File: config.mk
export PLATFORM = sky130hd
export DESIGN_NAME = cell_balance_monitor
export DESIGN_NICKNAME = d
export VERILOG_FILES = /design/src/rtl/cbm_pkg.sv /design/src/rtl/cbm_alu.sv /design/src/rtl/cbm_sum_bank.sv /design/src/rtl/cell_balance_monitor.sv
export SDC_FILE = /design/constraint.sdc
export NUM_CORES = 1
export LEC_CHECK = 0
export BUFFER_PORTS_ARGS = -buffer_cell sky130_fd_sc_hd__clkbuf_2
export CORE_ASPECT_RATIO = 2
export CORE_MARGIN = 2
export CORE_UTILIZATION = 35
export DETAILED_ROUTE_END_ITERATION = 6
export PLACE_DENSITY = 0.53
export SYNTH_ARGS = -nofsm -noshare
export SYNTH_HDL_FRONTEND = slang
export SYNTH_SLANG_ARGS = --single-unit
File: constraint.sdc
create_clock -name aclk -period 17.3 [get_ports aclk]
set_input_delay 0.865 -clock aclk [delete_from_list [all_inputs] [get_ports aclk]]
set_output_delay 0.865 -clock aclk [all_outputs]
set_load 0.1 [all_outputs]
File: src/rtl/cbm_pkg.sv
// ----------------------------------------------------------------------------
// cbm_pkg
// Shared types, widths and constants of the cell balance monitor.
// ----------------------------------------------------------------------------
package cbm_pkg;

    localparam int CHAN_W      = 5;
    localparam int CODE_W      = 12;
    localparam int THR_W       = 16;
    localparam int VALUE_W     = 13;
    localparam int MASK_W      = 24;
    localparam int KIND_W      = 2;
    localparam int CMD_W       = 2;
    localparam int SUM_W       = 15;
    localparam int CORR_W      = 4;
    localparam int TIMEOUT_W   = 8;
    localparam int CFG_W       = 13;
    localparam int CFG_IDX_W   = 2;
    localparam int ALU_W       = 16;

    localparam logic [SUM_W-1:0] SUM_MAX = 15'h7FFF;

    localparam int GROUP_SPLIT   = 12;
    localparam int WINDOW_FRAMES = 8;
    localparam int FRAME_W       = $clog2(WINDOW_FRAMES);
    localparam int CELL_SHIFT    = 2;
    localparam int TEMP_SHIFT    = $clog2(WINDOW_FRAMES);

    localparam int DEF_NUM_CELLS = 24;
    localparam int DEF_NUM_TEMPS = 4;

    localparam logic [CORR_W-1:0]    RST_CORR    = 4'd6;
    localparam logic [TIMEOUT_W-1:0] RST_TIMEOUT = 8'd32;
    localparam logic [CFG_W-1:0]     RST_OPEN    = 13'd5000;

    typedef enum logic [CMD_W-1:0] {
        CMD_CELL  = 2'd0,
        CMD_TEMP  = 2'd1,
        CMD_FRAME = 2'd2,
        CMD_REQ   = 2'd3
    } cmd_t;

    typedef enum logic [KIND_W-1:0] {
        KIND_CELL = 2'd0,
        KIND_TEMP = 2'd1,
        KIND_MASK = 2'd2
    } kind_t;

    typedef enum logic [CFG_IDX_W-1:0] {
        REG_LOW_CORR   = 2'd0,
        REG_HIGH_CORR  = 2'd1,
        REG_TIMEOUT    = 2'd2,
        REG_OPEN_LIMIT = 2'd3
    } reg_idx_t;

    typedef enum logic [1:0] {
        ALU_ADD,
        ALU_SUB,
        ALU_SAT,
        ALU_GT
    } alu_op_t;

    typedef enum logic [3:0] {
        ST_IDLE,
        ST_CELL_MUL,
        ST_ACC,
        ST_AVG_CORR,
        ST_AVG_HALF,
        ST_AVG_OPEN,
        ST_AVG_SHUNT,
        ST_TEMP_EMIT,
        ST_MASK_EMIT,
        ST_TIMER
    } state_t;

    typedef struct packed {
        alu_op_t          op;
        logic [ALU_W-1:0] a;
        logic [ALU_W-1:0] b;
    } alu_req_t;

    typedef struct packed {
        logic [ALU_W:0] res;
        logic           gt;
    } alu_rsp_t;

endpackage

File: src/rtl/cbm_alu.sv
// ----------------------------------------------------------------------------
// cbm_alu
// Shared add, subtract, saturating add and compare unit.
// ----------------------------------------------------------------------------
module cbm_alu
    import cbm_pkg::*;
(
    input  alu_req_t req,
    output alu_rsp_t rsp
);

    logic [ALU_W:0] sum;
    logic [ALU_W:0] diff;

    assign sum  = {1'b0, req.a} + {1'b0, req.b};
    assign diff = {1'b0, req.a} - {1'b0, req.b};

    always_comb begin
        rsp.gt = (req.a > req.b);
        case (req.op)
            ALU_ADD: rsp.res = sum;
            ALU_SUB: rsp.res = diff;
            ALU_SAT: rsp.res = (sum > (ALU_W+1)'(SUM_MAX)) ? (ALU_W+1)'(SUM_MAX) : sum;
            ALU_GT:  rsp.res = '0;
            default: rsp.res = '0;
        endcase
    end

endmodule

File: src/rtl/cbm_sum_bank.sv
// ----------------------------------------------------------------------------
// cbm_sum_bank
// Per-channel running sums, cells first and temperatures after them.
// ----------------------------------------------------------------------------
module cbm_sum_bank
    import cbm_pkg::*;
#(
    parameter int DEPTH = DEF_NUM_CELLS + DEF_NUM_TEMPS,
    parameter int AW    = $clog2(DEPTH)
) (
    input  logic             aclk,
    input  logic             aresetn,
    input  logic             wr_en,
    input  logic [AW-1:0]    addr,
    input  logic [SUM_W-1:0] wr_data,
    output logic [SUM_W-1:0] rd_data
);

    logic [SUM_W-1:0] sum_reg [DEPTH];

    always_ff @(posedge aclk) begin
        if (!aresetn) begin
            for (int i = 0; i < DEPTH; i++) begin
                sum_reg[i] <= '0;
            end
        end else if (wr_en) begin
            sum_reg[addr] <= wr_data;
        end
    end

    assign rd_data = sum_reg[addr];

endmodule

File: src/rtl/cell_balance_monitor.sv
// ----------------------------------------------------------------------------
// cell_balance_monitor
// Cell voltage and temperature averaging with passive balancing decision.
//
// Input beats (s_*) carry a cell code, a temperature code, a frame end or a
// balance request. Result beats (m_*) carry cell averages, temperature
// averages and, last in a window, the shunt mask with m_last set.
// One shared ALU under a sequencer does all arithmetic; s_ready is high only
// while the sequencer is idle.
// A balance request is taken in the idle state; a temperature code goes through
// the accumulate step, a cell code through the scale and accumulate steps, and
// a frame end through the timer step. The frame end that closes a window of 8
// frames walks the sums: per cell a correction, half-cell, open-wire and shunt
// step, then one step per temperature, one for the mask and the timer step.
// A result register sits on the output; when the receiver stalls, the walk
// holds on the pending result and resumes once it is taken.
// Reset clears all sums, counters, the threshold, the shunt mask and sets
// the configuration registers to their defaults.
// ----------------------------------------------------------------------------
module cell_balance_monitor
    import cbm_pkg::*;
#(
    parameter int NUM_CELLS = DEF_NUM_CELLS,
    parameter int NUM_TEMPS = DEF_NUM_TEMPS
) (
    input  logic                 aclk,
    input  logic                 aresetn,

    input  logic                 cfg_wr_en,
    input  logic [CFG_IDX_W-1:0] cfg_index,
    input  logic [CFG_W-1:0]     cfg_data,

    input  logic                 s_valid,
    output logic                 s_ready,
    input  logic [CMD_W-1:0]     s_command,
    input  logic [CHAN_W-1:0]    s_channel,
    input  logic [CODE_W-1:0]    s_code,
    input  logic [THR_W-1:0]     s_threshold_mv,

    output logic                 m_valid,
    input  logic                 m_ready,
    output logic [KIND_W-1:0]    m_kind,
    output logic [CHAN_W-1:0]    m_index,
    output logic [VALUE_W-1:0]   m_value,
    output logic [MASK_W-1:0]    m_shunt_mask,
    output logic                 m_last
);

    localparam int DEPTH = NUM_CELLS + NUM_TEMPS;
    localparam int AW    = $clog2(DEPTH);

    logic [CORR_W-1:0]    low_corr_reg;
    logic [CORR_W-1:0]    high_corr_reg;
    logic [TIMEOUT_W-1:0] timeout_reg;
    logic [CFG_W-1:0]     open_limit_reg;

    state_t               state_reg, state_next;
    logic [AW-1:0]        addr_reg, addr_next;
    logic [ALU_W-1:0]     acc_reg, acc_next;
    logic [FRAME_W-1:0]   frame_reg, frame_next;
    logic [THR_W-1:0]     threshold_reg, threshold_next;
    logic [TIMEOUT_W-1:0] silence_reg, silence_next;
    logic                 pending_reg, pending_next;
    logic [NUM_CELLS-1:0] shunt_reg, shunt_next;

    logic                 m_valid_reg;
    kind_t                m_kind_reg, m_kind_next;
    logic [CHAN_W-1:0]    m_index_reg, m_index_next;
    logic [VALUE_W-1:0]   m_value_reg, m_value_next;
    logic [MASK_W-1:0]    m_mask_reg, m_mask_next;
    logic                 m_last_reg, m_last_next;
    logic                 emit;
    logic                 out_free;

    alu_req_t             alu_req;
    alu_rsp_t             alu_rsp;

    logic                 sum_wr_en;
    logic [SUM_W-1:0]     sum_wr_data;
    logic [SUM_W-1:0]     sum_rd;

    logic [CHAN_W-1:0]    cell_idx;
    logic [CORR_W-1:0]    corr;
    logic                 half_cell;
    logic [VALUE_W-1:0]   base;
    logic [NUM_CELLS-1:0] cell_sel;

    cbm_alu u_alu (
        .req (alu_req),
        .rsp (alu_rsp)
    );

    cbm_sum_bank #(
        .DEPTH (DEPTH),
        .AW    (AW)
    ) u_sum_bank (
        .aclk    (aclk),
        .aresetn (aresetn),
        .wr_en   (sum_wr_en),
        .addr    (addr_reg),
        .wr_data (sum_wr_data),
        .rd_data (sum_rd)
    );

    assign s_ready   = (state_reg == ST_IDLE);
    assign out_free  = !m_valid_reg || m_ready;
    assign cell_idx  = CHAN_W'(addr_reg);
    assign corr      = (cell_idx >= CHAN_W'(GROUP_SPLIT)) ? high_corr_reg : low_corr_reg;
    assign half_cell = (cell_idx == '0) || (cell_idx == CHAN_W'(GROUP_SPLIT));
    assign base      = VALUE_W'(sum_rd >> CELL_SHIFT);
    assign cell_sel  = NUM_CELLS'(1) << addr_reg;

    always_ff @(posedge aclk) begin
        if (!aresetn) begin
            low_corr_reg   <= RST_CORR;
            high_corr_reg  <= RST_CORR;
            timeout_reg    <= RST_TIMEOUT;
            open_limit_reg <= RST_OPEN;
        end else if (cfg_wr_en) begin
            case (reg_idx_t'(cfg_index))
                REG_LOW_CORR:   low_corr_reg   <= CORR_W'(cfg_data);
                REG_HIGH_CORR:  high_corr_reg  <= CORR_W'(cfg_data);
                REG_TIMEOUT:    timeout_reg    <= TIMEOUT_W'(cfg_data);
                REG_OPEN_LIMIT: open_limit_reg <= cfg_data;
                default: ;
            endcase
        end
    end

    always_ff @(posedge aclk) begin
        if (!aresetn) begin
            state_reg     <= ST_IDLE;
            addr_reg      <= '0;
            frame_reg     <= '0;
            threshold_reg <= '0;
            silence_reg   <= '0;
            pending_reg   <= 1'b0;
            shunt_reg     <= '0;
        end else begin
            state_reg     <= state_next;
            addr_reg      <= addr_next;
            frame_reg     <= frame_next;
            threshold_reg <= threshold_next;
            silence_reg   <= silence_next;
            pending_reg   <= pending_next;
            shunt_reg     <= shunt_next;
        end
    end

    always_ff @(posedge aclk) begin
        acc_reg <= acc_next;
    end

    always_ff @(posedge aclk) begin
        if (!aresetn) begin
            m_valid_reg <= 1'b0;
        end else if (emit) begin
            m_valid_reg <= 1'b1;
        end else if (m_ready) begin
            m_valid_reg <= 1'b0;
        end
    end

    always_ff @(posedge aclk) begin
        if (emit) begin
            m_kind_reg  <= m_kind_next;
            m_index_reg <= m_index_next;
            m_value_reg <= m_value_next;
            m_mask_reg  <= m_mask_next;
            m_last_reg  <= m_last_next;
        end
    end

    always_comb begin
        state_next     = state_reg;
        addr_next      = addr_reg;
        acc_next       = acc_reg;
        frame_next     = frame_reg;
        threshold_next = threshold_reg;
        silence_next   = silence_reg;
        pending_next   = pending_reg;
        shunt_next     = shunt_reg;
        alu_req        = '{op: ALU_ADD, a: '0, b: '0};
        sum_wr_en      = 1'b0;
        sum_wr_data    = '0;
        emit           = 1'b0;
        m_kind_next    = KIND_CELL;
        m_index_next   = '0;
        m_value_next   = '0;
        m_mask_next    = '0;
        m_last_next    = 1'b0;

        case (state_reg)
            ST_IDLE: begin
                if (s_valid) begin
                    case (cmd_t'(s_command))
                        CMD_CELL: begin
                            if (s_channel < CHAN_W'(NUM_CELLS)) begin
                                addr_next  = AW'(s_channel);
                                acc_next   = ALU_W'(s_code);
                                state_next = ST_CELL_MUL;
                            end
                        end
                        CMD_TEMP: begin
                            if (s_channel < CHAN_W'(NUM_TEMPS)) begin
                                addr_next  = AW'(NUM_CELLS) + AW'(s_channel);
                                acc_next   = ALU_W'(s_code);
                                state_next = ST_ACC;
                            end
                        end
                        CMD_FRAME: begin
                            frame_next = frame_reg + 1'b1;
                            if (frame_reg == FRAME_W'(WINDOW_FRAMES - 1)) begin
                                addr_next  = '0;
                                state_next = ST_AVG_CORR;
                            end else begin
                                state_next = ST_TIMER;
                            end
                        end
                        CMD_REQ: begin
                            threshold_next = s_threshold_mv;
                            pending_next   = 1'b1;
                        end
                        default: ;
                    endcase
                end
            end

            ST_CELL_MUL: begin
                alu_req    = '{op: ALU_ADD, a: acc_reg, b: acc_reg << 1};
                acc_next   = ALU_W'(alu_rsp.res >> CELL_SHIFT);
                state_next = ST_ACC;
            end

            ST_ACC: begin
                alu_req     = '{op: ALU_SAT, a: ALU_W'(sum_rd), b: acc_reg};
                sum_wr_en   = 1'b1;
                sum_wr_data = SUM_W'(alu_rsp.res);
                state_next  = ST_IDLE;
            end

            ST_AVG_CORR: begin
                sum_wr_en = 1'b1;
                alu_req   = '{op: ALU_ADD, a: ALU_W'(base), b: ALU_W'(corr)};
                if (base != '0) begin
                    acc_next = ALU_W'(alu_rsp.res);
                end else begin
                    acc_next = '0;
                end
                state_next = ST_AVG_HALF;
            end

            ST_AVG_HALF: begin
                alu_req = '{op: ALU_SUB, a: acc_reg, b: ALU_W'(corr >> 1)};
                if (half_cell && (acc_reg != '0)) begin
                    acc_next = ALU_W'(alu_rsp.res);
                end
                state_next = ST_AVG_OPEN;
            end

            ST_AVG_OPEN: begin
                alu_req = '{op: ALU_GT, a: acc_reg, b: ALU_W'(open_limit_reg)};
                if (alu_rsp.gt) begin
                    acc_next = '0;
                end
                state_next = ST_AVG_SHUNT;
            end

            ST_AVG_SHUNT: begin
                alu_req = '{op: ALU_GT, a: acc_reg, b: threshold_reg};
                if (out_free) begin
                    emit         = 1'b1;
                    m_kind_next  = KIND_CELL;
                    m_index_next = cell_idx;
                    m_value_next = VALUE_W'(acc_reg);
                    if (alu_rsp.gt && (threshold_reg != '0)) begin
                        shunt_next = shunt_reg | cell_sel;
                    end else begin
                        shunt_next = shunt_reg & ~cell_sel;
                    end
                    if (addr_reg == AW'(NUM_CELLS - 1)) begin
                        addr_next  = AW'(NUM_CELLS);
                        state_next = ST_TEMP_EMIT;
                    end else begin
                        addr_next  = addr_reg + 1'b1;
                        state_next = ST_AVG_CORR;
                    end
                end
            end

            ST_TEMP_EMIT: begin
                if (out_free) begin
                    emit         = 1'b1;
                    sum_wr_en    = 1'b1;
                    m_kind_next  = KIND_TEMP;
                    m_index_next = CHAN_W'(addr_reg - AW'(NUM_CELLS));
                    m_value_next = VALUE_W'(sum_rd >> TEMP_SHIFT);
                    if (addr_reg == AW'(DEPTH - 1)) begin
                        state_next = ST_MASK_EMIT;
                    end else begin
                        addr_next = addr_reg + 1'b1;
                    end
                end
            end

            ST_MASK_EMIT: begin
                if (out_free) begin
                    emit        = 1'b1;
                    m_kind_next = KIND_MASK;
                    m_mask_next = MASK_W'(shunt_reg);
                    m_last_next = 1'b1;
                    state_next  = ST_TIMER;
                end
            end

            ST_TIMER: begin
                alu_req = '{op: ALU_GT, a: ALU_W'(timeout_reg), b: ALU_W'(silence_reg)};
                if (alu_rsp.gt) begin
                    silence_next = silence_reg + 1'b1;
                end else begin
                    threshold_next = '0;
                end
                if (pending_reg) begin
                    pending_next = 1'b0;
                    silence_next = '0;
                end
                state_next = ST_IDLE;
            end

            default: begin
                state_next = ST_IDLE;
            end
        endcase
    end

    assign m_valid      = m_valid_reg;
    assign m_kind       = m_kind_reg;
    assign m_index      = m_index_reg;
    assign m_value      = m_value_reg;
    assign m_shunt_mask = m_mask_reg;
    assign m_last       = m_last_reg;

endmodule
==> reports/metrics.yaml <==
hold_viol_final: 0
power_frac_clock: 0.346
worst_path_max_delay_cell: "sky130_fd_sc_hd__a31oi_4"
power.density_cell_area_nw_per_um2: 112.3
fin_crit_ns: 8.602
cellInternalPower_mw: 2.646
netlist_area_um2: 30130
first_global_vias: 21630
rsz_0062_raised_after_global_routing: "no"
timing.critical_path.cells: "buf_4, buf_4, mux2i_1, a22oi_1, a211oi_2, nor4_1, a222oi_1, o21a_1, inv_1, ha_1, a21o_1, a21oi_1, nor2_1, o31ai_1, a22o_1, a41oi_2, a2111oi_0, nor4_1, a31oi_4, o21ai_2, buf_4, nor2_1"
postPlaceCellArea_um2: 31760
design.portCount: 102
total_switching_power_mw: 1.134
finalClockSkew_ns: 0.05053
grt_pass1_wl_um: 149600
timing.max_cap.violations: 0
postRouteAntennaNets: 0
detail_route.wirelength_um: 104400
post_synthesis_to_final_layout_area_growth_pct: 11.72
max_reg_flops: 480
synthesis.instances: 2467
cp_max_fo: 55
register_area_um2: 18180
seq_power_share: 0.466
detail_route.drc_violations: 0
status: "finished, final reports clean"
detailedRoute.firstIterationViolations: 1736
crit_path_end_kind: "flop"
cts.reportedPaths.clkPinSlew_ns: 0.07
cts_repair_resize_count: 0
instances_no_fill: 3641
routed_via_density: 5.733
most_instantiated_flip_flop_cell_in_the_synthesis_netlist: "sky130_fd_sc_hd__edfxtp_1"
postCtsSetupRepairBufs: 0
hold_slack_ns: 0.4561
max_slew.worst_pin.slew_ns: 1.179
clock_path_buffers: 3
power.static_leakage_nw: 11.41
global_route.usage.total: 0.2351
critical_path_required_ns: 17.79
cts_root_buffer: "sky130_fd_sc_hd__clkbuf_16"
worstSkewPairLatency_ns: 0.65
mostFrequentLayoutCells: "541 x sky130_fd_sc_hd__edfxtp_1, 499 x sky130_fd_sc_hd__nor2_1, 196 x sky130_fd_sc_hd__nand2_1"
footprint_of_the_multi_input_gates_um2: 10950
timing.hold.worst.class: "input port to flop"
numPortBuffers: 101
timing.setup.tns_ns: 0
finalNetCount: 2614
die_area_um2: 88590
main_area_contributors_after_synthesis: "sky130_fd_sc_hd__edfxtp_1 54%, sky130_fd_sc_hd__mux4_2 8.2%, sky130_fd_sc_hd__dfxtp_1 6.4%"
synth-warning-count: 0
cts-hold-fix-buffers: 0
synth.avg_cell_area_um2: 12.21
synth.net_count: 2572
grt.overflow.total: 0
grt_antenna_before_repair: 5
period_share: 0.4972
drt_first_pass_iters: 7
final_max_slew_viol_count: 0
critical_path_arrival_ns: 9.09
ys_ff_latch: 637
synth_enable_flop_cells: 541
grt_start_max_net_pins: 56
yosys.cell_types.count: 83
synth_largest_type_area_fraction: 0.5392
core_region_area_um2: 85580
nFillCells: 8181
area_of_all_placed_cells_without_fillers_um2: 33660
drt-wirelength-per-cell_um: 28.67
final_layout_size_suffix_gt1_frac: 0.1615
place.detailed.instances: 3529
die_x_um: 211.5
critical-path-max-stage-delay_ns: 0.86
power.share.combinational: 0.188
cts_tree: "done"
critical_setup_path_class: "flop to flop"
mostFrequentLayoutCell: "sky130_fd_sc_hd__edfxtp_1"
synth_seq_area_share: 0.6029
placementRows: 152
die_y_um: 418.9
async_flop_share: 0
synth.largest_area_cell: "sky130_fd_sc_hd__edfxtp_1"
initial_core_util: 0.3521
vdd_drop_max_mv: 0.07972
clock-sinks: 637
worst_setup_path_start_kind: "flop"
swShare: 0.3000
cts-htree-levels: 2
worst_path_most_repeated_cell: "sky130_fd_sc_hd__buf_4"
dpl_wire_length_um: 75490
gp_routability_congestion: 0.9702
final_setup_fails: 0
max-slew-margin-rel: 0.2142
num_vias: 20870
timing.fmax_mhz: 116.3
tritoncts.num_buffers: 56
## final timing paths
path | cells past startpoint | slack (ns) | endpoint | from
setup / recovery | 22 | 8.70 | u_sum_bank.sum_reg[8][10]$_SDFFCE_PN0P_ | flop
hold / removal | 3 | 0.46 | open_limit_reg[9]$_SDFFE_PN1P_ | cfg_data[9]
setup reg to reg | 22 | 8.70 | u_sum_bank.sum_reg[8][10]$_SDFFCE_PN0P_ | flop
hold reg to reg | 2 | 0.46 | open_limit_reg[6]$_SDFFE_PN0P_ | open_limit_reg[6]$_SDFFE_PN0P_
## cell type report
cell class / instances / area share
antenna: 6 / 0.0004460
clock buffer: 67 / 0.04375
clock inverter: 39 / 0.01227
inverter: 68 / 0.007583
multi-input combinational: 1575 / 0.3252
sequential: 637 / 0.5401
tap: 1078 / 0.04007
timing repair buffer: 171 / 0.03063
## Yosys cell counts, types with 5 or more instances
cell / count
sky130_fd_sc_hd__o31ai_1: 18
sky130_fd_sc_hd__o22ai_1: 8
sky130_fd_sc_hd__mux2i_1: 94
sky130_fd_sc_hd__nand4_1: 18
sky130_fd_sc_hd__o211ai_1: 9
sky130_fd_sc_hd__a221o_1: 5
sky130_fd_sc_hd__or3_1: 12
sky130_fd_sc_hd__nor2_1: 499
sky130_fd_sc_hd__a31oi_1: 15
sky130_fd_sc_hd__nor2b_1: 15
sky130_fd_sc_hd__o21ai_1: 16
sky130_fd_sc_hd__ha_1: 48
sky130_fd_sc_hd__a222oi_1: 8
sky130_fd_sc_hd__a22o_1: 25
sky130_fd_sc_hd__buf_6: 8
sky130_fd_sc_hd__buf_2: 40
sky130_fd_sc_hd__a22oi_1: 52
sky130_fd_sc_hd__and3_1: 10
sky130_fd_sc_hd__nor4_1: 13
sky130_fd_sc_hd__a21o_1: 9
sky130_fd_sc_hd__o221ai_1: 16
sky130_fd_sc_hd__clkbuf_1: 108
sky130_fd_sc_hd__nand2_1: 196
sky130_fd_sc_hd__and2_1: 32
sky130_fd_sc_hd__inv_1: 64
sky130_fd_sc_hd__a21oi_1: 79
sky130_fd_sc_hd__buf_4: 9
sky130_fd_sc_hd__xnor2_1: 18
sky130_fd_sc_hd__a211oi_1: 15
sky130_fd_sc_hd__nand3_1: 62
sky130_fd_sc_hd__a221oi_1: 5
sky130_fd_sc_hd__dfxtp_1: 96
sky130_fd_sc_hd__mux4_2: 110
sky130_fd_sc_hd__o21ai_0: 56
sky130_fd_sc_hd__nand2b_1: 11
sky130_fd_sc_hd__edfxtp_1: 541
sky130_fd_sc_hd__nor3_1: 21
sky130_fd_sc_hd__buf_1: 21
## routing by layer
layer  global-route usage  up-vias  part of all wire  wire, µm
met1               0.2207    10530              0.31     32640
met3              0.02584      278             0.044      4584
li1                     -     9209                 -         -
met2               0.4491      859              0.54     56880
met4               0.1947        2             0.098     10270
met5                    0        -           0.00013        14
## per-stage QoR
step / utilization / setup slack, ns / total power [mW]
4_1_cts: 0.3932 / 8.830 / 3.796
2_1_floorplan: - / 11.00 / 2.209
6_report: 0.3933 / 8.698 / 3.780
3_3_place_gp: 0.3711 / 8.966 / 2.495
5_1_grt: 0.3933 / 8.545 / 3.888
3_5_place_dp: 0.3711 / 8.899 / 2.496
## cell families after synthesis
kind of cell	share of synthesized area
flip-flops	0.6029
XOR/XNOR	0.005814
multiplexers	0.1142
adder cells (fa/ha/maj)	0.02126
buffers and inverters	0.03658
AO/OA/AOI/OAI	0.08994
AND/OR/NAND/NOR	0.1293
## worst max-delay path: cells and delay by family, from the launching register on
kind                       cells  cell delay, ns
adders and majority gates      1            0.38
DFF                            1            0.56
muxes                          1            0.23
buffers and inverters          4            1.99
AOI/OAI and AO/OA             12            3.85
and+or+nand+nor                4            1.24
## power groups by stage
stage	combinational [mW]	sequential, mW	clock [mW]
after floorplan	0.438	1.77	0
after global placement	0.702	1.79	0
after detailed placement	0.701	1.79	0
after CTS	0.703	1.76	1.33
after global routing	0.744	1.77	1.38
final	0.712	1.76	1.31
Note: power is estimated with default switching activity, not from simulation.
